File: src/rtl/core/pact_ram.sv
// Generic single-write, single-read synchronous RAM with registered read data.
// No dependencies.
module pact_ram #(
    parameter int WIDTH = 8,
    parameter int DEPTH = 16
) (
    input  logic                     aclk,
    input  logic                     we,
    input  logic [$clog2(DEPTH)-1:0] waddr,
    input  logic [WIDTH-1:0]         wdata,
    input  logic [$clog2(DEPTH)-1:0] raddr,
    output logic [WIDTH-1:0]         rdata
);

    logic [WIDTH-1:0] mem [DEPTH];

    always_ff @(posedge aclk) begin
        if (we) begin
            mem[waddr] <= wdata;
        end
        rdata <= mem[raddr];
    end

endmodule

File: config.mk
export PLATFORM = sky130hd
export DESIGN_NAME = pact_ram
export DESIGN_NICKNAME = d
export VERILOG_FILES = /design/src/rtl/core/pact_ram.sv
export SDC_FILE = /design/constraint.sdc
export NUM_CORES = 1
export LEC_CHECK = 0
export BUFFER_PORTS_ARGS = -buffer_cell sky130_fd_sc_hd__buf_2
export CORE_MARGIN = 8
export CORE_UTILIZATION = 25
export CTS_CLUSTER_SIZE = 24
export DETAILED_ROUTE_END_ITERATION = 8
export GPL_TIMING_DRIVEN = 0
export PLACE_DENSITY_LB_ADDON = 0.12
export SYNTH_ARGS = -nofsm -noshare
export SYNTH_HDL_FRONTEND = slang
export SYNTH_SLANG_ARGS = --single-unit
export TNS_END_PERCENT = 30
File: constraint.sdc
create_clock -name aclk -period 2.4 [get_ports aclk]
set_clock_uncertainty 0.05 [all_clocks]
set_input_delay 0.48 -clock aclk [delete_from_list [all_inputs] [get_ports aclk]]
set_output_delay 0.48 -clock aclk [all_outputs]
set_load 0.005 [all_outputs]
==> summary.md <==
| Metric | Value |
|---|---|
| Clock root cell | clkbuf_16 |
| Die ar. | 0.02544 mm^2 |
| Final Hold Fails | 0 |
| Hold Crit Class | input port to flop |
| Max H-tree Level | 4 |
| Drt total wl | 11,990 um |
| Min Tclk post-route | 1.891 ns |
| Crit path max fanout | 8 |
| Clock slew at reported path FFs | 0.06 ns |
| Worst slew margin | 36.09% |
| RSZ-0062 raised after global routing | no |
| Pre-CTS setup slack | -0.0009774 ns |
| Clk sinks | 136 |
| Static Leak | 2.030 nW |
| CTS Buf Count | 17 |
| Initial antenna violation count | 0 |
| GRT Total Usage | 9.886% |
| Fin util | 30.72% |
| Buf/Inv on CP | 1 |
| Status | complete, no violations |
| Max Cap Violations | 0 |
| Row count | 52 |
| Ys flop type | edfxtp_1 |
| CTS tree | built |
| Multi-input gate area | 0.001077 mm^2 |
| Syn nets | 247 |
| Cts hold-fix bufs | 0 |
| Startpoint Class | input port |
| Top Ports | 26 |
| Via density | 4.229 |
| Final worst setup slack | 0.5085 ns |
| Register area | 0.004004 mm^2 |
| Yosys top cell area share | 74.67% |
| PD cells | 895.3 mW/mm^2 |
| Pins over their slew limit | 0 |
| First-pass GRT wire length | 17,510 um |
| Final global-route overflow total | 0 |
| Final setup fails | 0 |
| Post-cts resize count | 0 |
| Antenna Nets Post-Route | 0 |
| Yosys reg bits | 136 |
| Post-layout nets | 290 |
| Vias | 2,343 |
| Post-synth EDFFs | 128 |
| Max Clock Freq | 528.7 MHz |
| Worst-margin pin slew | 0.9551 ns |
| Count leader, synth | edfxtp_1 |
| # port buffers | 24 |
| Synth unique cells | 19 |
| Clk buf depth | 2 |
| Initial Util | 25.44% |
| Cells along the critical path | buf_2 -> or3b_2 -> nor2_1 |
| Vias in the first global route | 2,515 |
| Worst skew pair latency | 0.41 ns |
| Worst hold margin | 0.4207 ns |
| Post-Syn Area | 0.005147 mm^2 |
| Fin crit share | 78.81% |
| TNS Setup | 0 ns |
| Starting DRT DRC Count | 190 |
| DRC errors left | 0 |
| Syn_area_per_cell | 22.48 um^2 |
| DR pass1 iterations | 4 |
| Post-synthesis async set-or-reset flop share | 0% |
| Cell taking the most area after synthesis | edfxtp_1 |
| Top cells by area, synth | edfxtp_1, mux4_2, mux4_1 |
| Setup CP Type | input port to flop |
| Post-CTS setup buffers | 0 |
| Layout Cells excl Fill | 554 |
| # diodes | 0 |
| Leading post-synthesis cells by instance count | edfxtp_1, mux4_2, a22oi_1 |
| Layout cell share with drive strength beyond 1 | 28.87% |
| Critical path arrival | 1.87 ns |
| Die X | 159.5 um |
| WL per Instance | 21.65 um |
| Post-Place Cells | 523 |
| Core Area | 0.02023 mm^2 |
| Area delta synth->final | 20.76% |
| Mapped Cells | 229 |
| HPWL Detailed | 7807 um |
| CP delay by family, top | simple AND/OR/NAND/NOR gates |
| Share of the yosys chip area belonging to registers | 77.78% |
| Slowest cell on the critical path | nor2_1 |
| Routability cong. | 0.7117 |
| VDD IR max | 0.5631 mV |
| Die H | 159.5 um |
| Synthesis warning total | 0 |
| Largest net degree at the start of global routing | 17 |
| Crit end category | flop |
| Crit-path max cell delay | 0.75 ns |
| Worst Path Required | 2.38 ns |
| Fillers | 1,955 |
-- per-layer routing --
layer,track usage [%],share of wire [%]
met1,12.86,45
met2,15.22,49
met3,2.844,5.0
met4,3.988,1.0
met5,0,0
-- flip-flops by register name, summed over array words and instances, names as in the netlist --
register and count:
mem 128, rdata 8
-- layout by cell type (no fill, tap or decap) --
master             n
clkinv_2           3
mux4_1            14
bufinv_16          4
clkinv_1           4
clkbuf_16         17
dfxtp_1            8
buf_6              3
nor2b_1            1
buf_4              1
clkdlybuf4s25_2    3
nand3b_1           2
clkinvlp_4         1
or3b_2             1
nor2_1            13
nor3_2             4
and2_1             1
mux4_2            18
edfxtp_1         128
clkbuf_1           2
nand2_1            9
buf_2             27
nand2b_1           2
nand3_1            1
a22oi_1           16
and2b_1            1
-- kinds of logic after synthesis --
| logic type | after synthesis | synth area share (%) |
|---|---|---|
| DFF | 136 | 77.78 |
| buffers and inverters | 10 | 1.677 |
| muxes | 32 | 15.02 |
| and+or+nand+nor | 35 | 3.184 |
| AOI/OAI and AO/OA | 16 | 2.334 |
-- layout make-up --
cell class	instances	share of cell area (%)
Clock buffer	19	6.965
Clock inverter	12	2.536
Tap cell	270	5.435
Sequential cell	136	64.41
Buffer	10	1.389
Timing Repair Buffer	24	1.932
Multi-Input combinational cell	83	17.33
-- stage by stage --
stage                     area, um^2  power (mW)
final                           6216       5.565
after floorplan                 5147       2.852
after detailed placement        5625       2.995
after global routing            6216       5.757
after CTS                       6216       5.637
after global placement          5605       2.989
-- final timing paths --
kind,from,endpoint,slack [ns],cells after the start
worst max-delay path,waddr[2],mem[2][5],0.51,3
worst min-delay path,wdata[6],mem[4][6],0.42,1
worst max register to register,mem[1][1],rdata[1],0.77,3
worst min register to register,mem[15][1],rdata[1],0.62,3
-- power by group --
part	leakage, nW	switching (mW)	internal (mW)
clock	0.287	0.922	1.71
combinational	0.520	0.160	0.105
sequential	1.22	0.0113	2.66
No activity file was read; power rests on OpenSTA's default activity.
